===== src/hdl/stack_machine_alu_assert.svh =====
// ---------------------------------------------------------------------------
// Stack machine ALU assertion macros
// Concurrent checks, clocked on clock and held off during reset.
// ---------------------------------------------------------------------------
`ifndef STACK_MACHINE_ALU_ASSERT_SVH
`define STACK_MACHINE_ALU_ASSERT_SVH
`ifndef SYNTHESIS
// Check that a property holds at every edge.
`define SMA_ASSERT(lbl, prop, msg) \
   lbl: assert property (@(posedge clock) disable iff (reset) (prop)) else $error(msg);
// Check that a condition is followed in the next cycle by another.
`define SMA_ASSERT_NEXT(lbl, ante, cons, msg) \
   lbl: assert property (@(posedge clock) disable iff (reset) (ante) |=> (cons)) \
      else $error(msg);
`else
`define SMA_ASSERT(lbl, prop, msg)
`define SMA_ASSERT_NEXT(lbl, ante, cons, msg)
`endif
`endif


===== src/hdl/sma_pkg.sv =====
// ---------------------------------------------------------------------------
// Stack machine ALU package
// Sizes, operation and status codes, and the controller/datapath interface.
// ---------------------------------------------------------------------------
`default_nettype none
package sma_pkg;
   localparam int DEPTH     = 16;
   localparam int WORD_BITS = 32;
   localparam int SP_BITS   = $clog2(DEPTH + 1);
   localparam int IDX_BITS  = $clog2(DEPTH);
   localparam int OP_BITS   = 5;
   localparam int ST_BITS   = 3;
   localparam int CNT_BITS  = $clog2(WORD_BITS);

   localparam logic [OP_BITS-1:0] OP_ADD   = 5'd0;
   localparam logic [OP_BITS-1:0] OP_SUB   = 5'd1;
   localparam logic [OP_BITS-1:0] OP_MULU  = 5'd2;
   localparam logic [OP_BITS-1:0] OP_MULS  = 5'd3;
   localparam logic [OP_BITS-1:0] OP_DIVU  = 5'd4;
   localparam logic [OP_BITS-1:0] OP_DIVS  = 5'd5;
   localparam logic [OP_BITS-1:0] OP_AND   = 5'd6;
   localparam logic [OP_BITS-1:0] OP_OR    = 5'd7;
   localparam logic [OP_BITS-1:0] OP_XOR   = 5'd8;
   localparam logic [OP_BITS-1:0] OP_NOT   = 5'd9;
   localparam logic [OP_BITS-1:0] OP_LSL   = 5'd10;
   localparam logic [OP_BITS-1:0] OP_LSR   = 5'd11;
   localparam logic [OP_BITS-1:0] OP_ASR   = 5'd12;
   localparam logic [OP_BITS-1:0] OP_LT    = 5'd13;
   localparam logic [OP_BITS-1:0] OP_GT    = 5'd14;
   localparam logic [OP_BITS-1:0] OP_B     = 5'd15;
   localparam logic [OP_BITS-1:0] OP_A     = 5'd16;
   localparam logic [OP_BITS-1:0] OP_EQ    = 5'd17;
   localparam logic [OP_BITS-1:0] OP_CONST = 5'd18;
   localparam logic [OP_BITS-1:0] OP_DUP   = 5'd19;
   localparam logic [OP_BITS-1:0] OP_SWAP  = 5'd20;
   localparam logic [OP_BITS-1:0] OP_POP   = 5'd21;
   localparam logic [OP_BITS-1:0] OP_LIMIT = 5'd22;

   localparam logic [ST_BITS-1:0] ST_OK      = 3'd0;
   localparam logic [ST_BITS-1:0] ST_UNDER   = 3'd1;
   localparam logic [ST_BITS-1:0] ST_OVER    = 3'd2;
   localparam logic [ST_BITS-1:0] ST_DIVZERO = 3'd3;
   localparam logic [ST_BITS-1:0] ST_INVALID = 3'd4;

   typedef struct packed {
      logic               load;
      logic               exec;
      logic               div_step;
      logic               div_fix;
      logic               commit;
      logic               report;
      logic [ST_BITS-1:0] status;
   } sma_cmd_type;

   typedef struct packed {
      logic [OP_BITS-1:0] op;
      logic [SP_BITS-1:0] sp;
      logic               top_zero;
      logic               slot_free;
   } sma_sts_type;

   // Entries popped by an operation
   function automatic logic [1:0] op_pops(input logic [OP_BITS-1:0] op);
      logic [1:0] n;
      n = 2'd2;
      if (op == OP_NOT || op == OP_DUP || op == OP_POP) n = 2'd1;
      if (op == OP_CONST || op >= OP_LIMIT) n = 2'd0;
      return n;
   endfunction

   // Entries pushed by an operation
   function automatic logic [1:0] op_pushes(input logic [OP_BITS-1:0] op);
      logic [1:0] n;
      n = 2'd1;
      if (op == OP_MULU || op == OP_MULS || op == OP_DIVU || op == OP_DIVS ||
          op == OP_DUP || op == OP_SWAP) n = 2'd2;
      if (op == OP_POP || op >= OP_LIMIT) n = 2'd0;
      return n;
   endfunction
endpackage
`default_nettype wire


===== src/hdl/sma_ctrl.sv =====
// ---------------------------------------------------------------------------
// Stack machine ALU controller
// Checks each operation, sequences execute, divide, commit and report.
// ---------------------------------------------------------------------------
`default_nettype none
`include "stack_machine_alu_assert.svh"
module sma_ctrl
   import sma_pkg::*;
(
   input  wire logic        clock,
   input  wire logic        reset,
   input  wire logic        req_tvalid,
   output logic             req_tready,
   input  wire sma_sts_type sts,
   output sma_cmd_type      cmd
);
   typedef enum logic [5:0] {
      S_IDLE   = 6'b000001,
      S_EXEC   = 6'b000010,
      S_DIV    = 6'b000100,
      S_DFIX   = 6'b001000,
      S_COMMIT = 6'b010000,
      S_REPORT = 6'b100000
   } state_type;

   state_type             state_ff, state_in;
   logic [CNT_BITS-1:0]   cnt_ff, cnt_in;
   logic [ST_BITS-1:0]    status_ff, status_in;
   logic [ST_BITS-1:0]    check;
   logic [1:0]            npop, npush;
   logic [SP_BITS:0]      depth_after;
   logic                  is_div;

   // Classify the pending operation
   always_comb begin
      npop        = op_pops(sts.op);
      npush       = op_pushes(sts.op);
      is_div      = (sts.op == OP_DIVU) || (sts.op == OP_DIVS);
      depth_after = {1'b0, sts.sp} - {{(SP_BITS-1){1'b0}}, npop}
                    + {{(SP_BITS-1){1'b0}}, npush};
      priority if (sts.op >= OP_LIMIT) begin
         check = ST_INVALID;
      end else if (sts.sp < {{(SP_BITS-2){1'b0}}, npop}) begin
         check = ST_UNDER;
      end else if (depth_after > (SP_BITS+1)'(DEPTH)) begin
         check = ST_OVER;
      end else if (is_div && sts.top_zero) begin
         check = ST_DIVZERO;
      end else begin
         check = ST_OK;
      end
   end

   // Next state and commands
   always_comb begin
      state_in   = state_ff;
      cnt_in     = cnt_ff;
      status_in  = status_ff;
      cmd        = '0;
      cmd.status = status_ff;
      req_tready = 1'b0;
      unique case (state_ff)
         S_IDLE: begin
            req_tready = 1'b1;
            if (req_tvalid) begin
               cmd.load = 1'b1;
               state_in = S_EXEC;
            end
         end
         S_EXEC: begin
            status_in = check;
            cnt_in    = '0;
            if (check != ST_OK) begin
               state_in = S_REPORT;
            end else begin
               cmd.exec = 1'b1;
               state_in = is_div ? S_DIV : S_COMMIT;
            end
         end
         S_DIV: begin
            cmd.div_step = 1'b1;
            cnt_in       = cnt_ff + 1'b1;
            if (cnt_ff == CNT_BITS'(WORD_BITS - 1)) state_in = S_DFIX;
         end
         S_DFIX: begin
            cmd.div_fix = 1'b1;
            state_in    = S_COMMIT;
         end
         S_COMMIT: begin
            cmd.commit = 1'b1;
            state_in   = S_REPORT;
         end
         S_REPORT: begin
            if (sts.slot_free) begin
               cmd.report = 1'b1;
               state_in   = S_IDLE;
            end
         end
         default: state_in = S_IDLE;
      endcase
   end

   // Hold state
   always_ff @(posedge clock) begin
      if (reset) begin
         state_ff  <= S_IDLE;
         cnt_ff    <= '0;
         status_ff <= ST_OK;
      end else begin
         state_ff  <= state_in;
         cnt_ff    <= cnt_in;
         status_ff <= status_in;
      end
   end

   `SMA_ASSERT_NEXT(a_accept_exec, req_tvalid && req_tready, state_ff == S_EXEC, "accept must lead to execute")
   `SMA_ASSERT_NEXT(a_div_len, state_ff == S_DIV && cnt_ff == CNT_BITS'(WORD_BITS - 1), state_ff == S_DFIX, "divide must end after word bits")
   `SMA_ASSERT_NEXT(a_commit_report, cmd.commit, state_ff == S_REPORT && status_ff == ST_OK, "commit must report ok")
   `SMA_ASSERT(a_report_free, !cmd.report || sts.slot_free, "report into busy output")
endmodule
`default_nettype wire


===== config.mk =====
export PLATFORM = sky130hd
export DESIGN_NAME = sma_ctrl
export DESIGN_NICKNAME = d
export VERILOG_FILES = /design/src/hdl/sma_pkg.sv /design/src/hdl/sma_ctrl.sv
export VERILOG_INCLUDE_DIRS = /design/src /design/src/hdl
export SDC_FILE = /design/constraint.sdc
export NUM_CORES = 1
export LEC_CHECK = 0
export BUFFER_PORTS_ARGS = -buffer_cell sky130_fd_sc_hd__buf_2
export CORE_ASPECT_RATIO = 0.75
export CORE_UTILIZATION = 60
export CTS_BUF_LIST = sky130_fd_sc_hd__clkbuf_8
export DETAILED_ROUTE_END_ITERATION = 7
export MAX_ROUTING_LAYER = met4
export PLACE_DENSITY = 0.86
export SETUP_SLACK_MARGIN = 0.4
export SYNTH_ARGS = -nofsm -noshare
export SYNTH_HDL_FRONTEND = slang
export SYNTH_SLANG_ARGS = --single-unit

===== constraint.sdc =====
create_clock -name clock -period 4.7 [get_ports clock]
set_input_delay 0.235 -clock clock [delete_from_list [all_inputs] [get_ports clock]]
set_output_delay 0.235 -clock clock [all_outputs]
set_load 0.05 [all_outputs]

* Word-level counts from Yosys, hierarchy flattened
Cells that the tools add are included.
Operators by class: add/sub/neg operators 3, magnitude comparators 3, equal/unequal tests 19, mux-type cells 25, reductions and logical operators 14
Operator list (number):
- 6-bit one-hot mux with 6 select lines | 1
- 5-bit == test, second input constant | 5
- 6-bit two-way mux | 4
- 2-bit two-way mux | 7
- 5-bit by 2-bit == test with 1-bit output, second input constant | 2
- 5-bit by 3-bit == test with 1-bit output, second input constant | 2
- 1-bit logical OR | 10
- 1-bit two-way mux | 10
- 5-bit one-hot mux with 2 select lines | 1
- 6-bit by 2-bit adder with 6-bit output | 1
- 6-bit by 1-bit == test with 1-bit output, second input constant | 1
- 6-bit by 2-bit == test with 1-bit output, second input constant | 1
- 6-bit by 3-bit == test with 1-bit output, second input constant | 1
- 6-bit by 4-bit == test with 1-bit output, second input constant | 1
- 6-bit by 5-bit == test with 1-bit output, second input constant | 1
- 6-bit == test, second input constant | 1
- 6-bit by 5-bit > comparator with 1-bit output, second input constant | 1
- 2-bit inequality test, second input constant | 3
- 5-bit by 2-bit subtractor with 6-bit output | 1
- 5-bit by 1-bit adder with 5-bit output, second input constant | 1
- 5-bit by 4-bit == test with 1-bit output, second input constant | 1
- 5-bit >= comparator, second input constant | 1
- 5-bit by 2-bit less-than comparator with 1-bit output | 1
- 5-bit two-way mux | 1
- other kinds (5) | 5
Storage, ports and cells: flip-flop bits (word level) 14, input port bits 15, output and inout bits 10

* Logic depth before layout (Yosys ltp)
depth in word-level cells 16, gate-level depth with buffers 13, mapped depth without buffers 12

* Worst setup path before layout
No wires, ideal clock.
path type input-to-output, from input sts[9] (netlist bit), to output cmd[7] (netlist bit), data arrival time 4221 ps, required time 4465 ps, setup slack 244 ps, stages on the path 12, path buffers 1, path through clkbuf_1 a21oi_1 o21ai_0 inv_1 fa_1 inv_1 ha_1 a211oi_1 o21bai_1 a2111oi_0 o21ai_1 nor4_1
RTL lines:
- start, declared | RTL line sma_ctrl.sv:14 | input wire sma_sts_type sts,
- end, declared | RTL line sma_ctrl.sv:15 | output sma_cmd_type cmd

==> summary.md <==
| Metric | Value |
|---|---|
| CTS sink count | `14` |
| Worst rel slew slack | `0.6156` |
| PD cells | `254.1 mW/mm²` |
| Final WL | `2.952 mm` |
| WP data arrival | `3660 ps` |
| Commonest non-fill, non-tap cell in the layout | `buf_2` |
| Average wire per standard cell | `14.83 µm` |
| Vias in the first global route | `1044` |
| Die outline width | `53.69 µm` |
| Die ar. | `0.002189 mm²` |
| PostCTS Resize Cnt | `0` |
| Final setup skew | `6.086 ps` |
| Num rows | `13` |
| Largest net degree at the start of global routing | `14` |
| First-pass GRT wire length | `4.491 mm` |
| Clock-pin transition on the worst setup and hold timing paths | `60 ps` |
| Worst hold path class | `in2reg` |
| Total Routing Usage GR | `0.3017` |
| CTS tree | `done` |
| Initial core utilization | `0.6660` |
| Final critical-path required period | `3900 ps` |
| Period Utilization, post-route | `0.8298` |
| Final worst-path setup slack | `800.0 ps` |
| DP Worst Slack | `996.4 ps` |
| # IOs | `25` |
| Sequential share of the synthesized area | `0.2331` |
| RSZ-0062 raised after global routing | `false` |
| Total congestion overflow | `0` |
| Flops & latches, synth | `14` |
| Final net count | `205` |
| CTS Hold Bufs | `0` |
| Maximum root-to-sink buffer count | `2` |
| # DRC | `0` |
| TritonCTS Buffers | `3` |
| First DRT Iteration DRCs | `42` |
| Worst Path Max Fanout | `8` |
| Via density | `6.317` |
| Final setup violation count | `0` |
| Gpl congestion | `0.8690` |
| Fmax | `256.4 MHz` |
| Number of synthesized flops with an enable pin | `0` |
| Number of buffers added on ports | `24` |
| Syn Nets | `181` |
| CP endpoint kind | `primary output` |
| Post-synth ARST share | `0` |
| Setup TNS | `0 ps` |
| Hold Slack | `236.3 ps` |
| Skew-Pair Late Insertion Delay | `240 ps` |
| Dpl cell area | `0.001336 mm²` |
| Synthesized cell area | `0.001202 mm²` |
| Final Hold Vio Count | `0` |
| Max Cap Violations | `0` |
| WS Path Type | `in2out` |
| Req. time, crit path | `4470 ps` |
| VDD IR max | `0.0002162 V` |
| Run status | `completed` |
| Drt pass-1 iters | `4` |
| Detailed placer's ending HPWL | `2.211 mm` |
| H-tree depth | `1` |
| P_leak | `0.6454 nW` |
| Fin area | `0.001391 mm²` |
| Yosys cell types | `43` |
| Share of layout cells above drive strength 1 | `0.1864` |
| Layout area overhead | `15.71%` |
| Tightest Pin Transition | `568.5 ps` |
| Ant. Diodes | `0` |
| Antenna-violating nets left | `0` |
| Die height | `40.77 µm` |
| Initial antenna violation count | `0` |
| Cells after Synth | `154` |
| Worst setup SP type | `input port` |
| Clk root buf | `clkbuf_8` |
| Postcts setup bufs | `0` |
| Pins over their slew limit | `0` |
| Avg Synthesized Cell Area | `7.808 µm²` |
| Warnings, synthesis | `0` |
| Ys flop type | `dfxtp_1` |
| Commonest cells after routing, fill and taps aside | `buf_2, nor2_1, inv_1, dfxtp_1, ha_1` |
| Via count | `1257` |
| Core area | `0.001805 mm²` |
## worst max-delay path, stage by stage
cell and delay (ps):
buf_2 150, nor3b_1 240, o21ai_0 140, o21ai_0 130, inv_1 100, fa_1 520
inv_1 70, ha_1 290, a211oi_1 320, o21bai_1 130, a2111oi_0 420, o21ai_1 290
nor4_2 320, buf_2 300
## per-stage QoR
step	util	total power, mW	cells
after floorplan	-	0.2075	154
after global placement	0.7401	0.2301	195
after detailed placement	0.7401	0.2358	195
after CTS	0.7706	0.3517	199
after global routing	0.7706	0.3744	199
final	0.7706	0.3535	199
## report_power, final
| group | internal (mW) | total [mW] | leakage (nW) | switching, mW |
|---|---|---|---|---|
| combinational | 0.0417 | 0.110 | 0.503 | 0.0684 |
| sequential | 0.121 | 0.127 | 0.113 | 0.00569 |
| clock | 0.0741 | 0.116 | 0.0288 | 0.0422 |
## layer usage
layer  vias up  track usage  part of all wire
met5         -            -                 0
met4         0      0.09868             0.041
met3        18      0.07407             0.070
met2        64       0.5093              0.44
met1       569       0.3568              0.44
li1        606            -                 -
## cells in the mapped netlist (all sizes together) (2+ instances only)
| master | instances | area (µm²) |
|---|---|---|
| a21o | 2 | 15.01 |
| a211oi | 3 | 22.52 |
| a21oi | 9 | 45.04 |
| clkbuf | 4 | 15.01 |
| a22oi | 2 | 15.01 |
| dfxtp | 14 | 280.3 |
| nor3 | 3 | 15.01 |
| and2 | 2 | 12.51 |
| inv | 17 | 63.81 |
| ha | 10 | 125.1 |
| and3 | 2 | 12.51 |
| nor3b | 7 | 52.55 |
| o21bai | 2 | 15.01 |
| o21ai | 11 | 55.05 |
| nand2 | 2 | 7.510 |
| nand2b | 2 | 12.51 |
| nand3 | 3 | 15.01 |
| o31ai | 2 | 15.01 |
| nor4 | 4 | 25.02 |
| fa | 2 | 40.04 |
| o211ai | 3 | 22.52 |
| nor2 | 18 | 67.56 |
| xnor2 | 2 | 17.52 |
| o2bb2ai | 2 | 23.77 |
| or4 | 3 | 30.03 |
| xor2 | 3 | 26.28 |
| nand3b | 5 | 37.54 |
| nor4b | 2 | 17.52 |
| or3 | 3 | 18.77 |
## cell families after synthesis
group | after synthesis | share of synthesized area
xor+xnor | 5 | 0.03643
compound gates | 42 | 0.2341
flops | 14 | 0.2331
buf+inv | 22 | 0.06971
fa+ha+maj | 12 | 0.1374
simple gates | 59 | 0.2893
## area by class of cell
type                    instances  area (µm²)
clock buffers                   4       55.05
fillers                       137       414.1
multi-input cells             118       844.6
inverters                      17       63.81
flip-flops and latches         14       280.3
repair buffers                 24       120.1
well taps                      22       27.53
## state kept, by name, summed over array words and instances, names as in the netlist
signal,cells
state_ff,6
cnt_ff,5
status_ff,3
## worst paths after layout
path	start	to	slack (ps)	cells past startpoint
setup / recovery	sts[9]	cmd[7]	800	14
hold / removal	req_tvalid	state_ff[1]	240	2
setup reg to reg	state_ff[2]	state_ff[4]	2500	4
hold reg to reg	cnt_ff[3]	cnt_ff[3]	470	1
(Power assumes the default switching activity.)
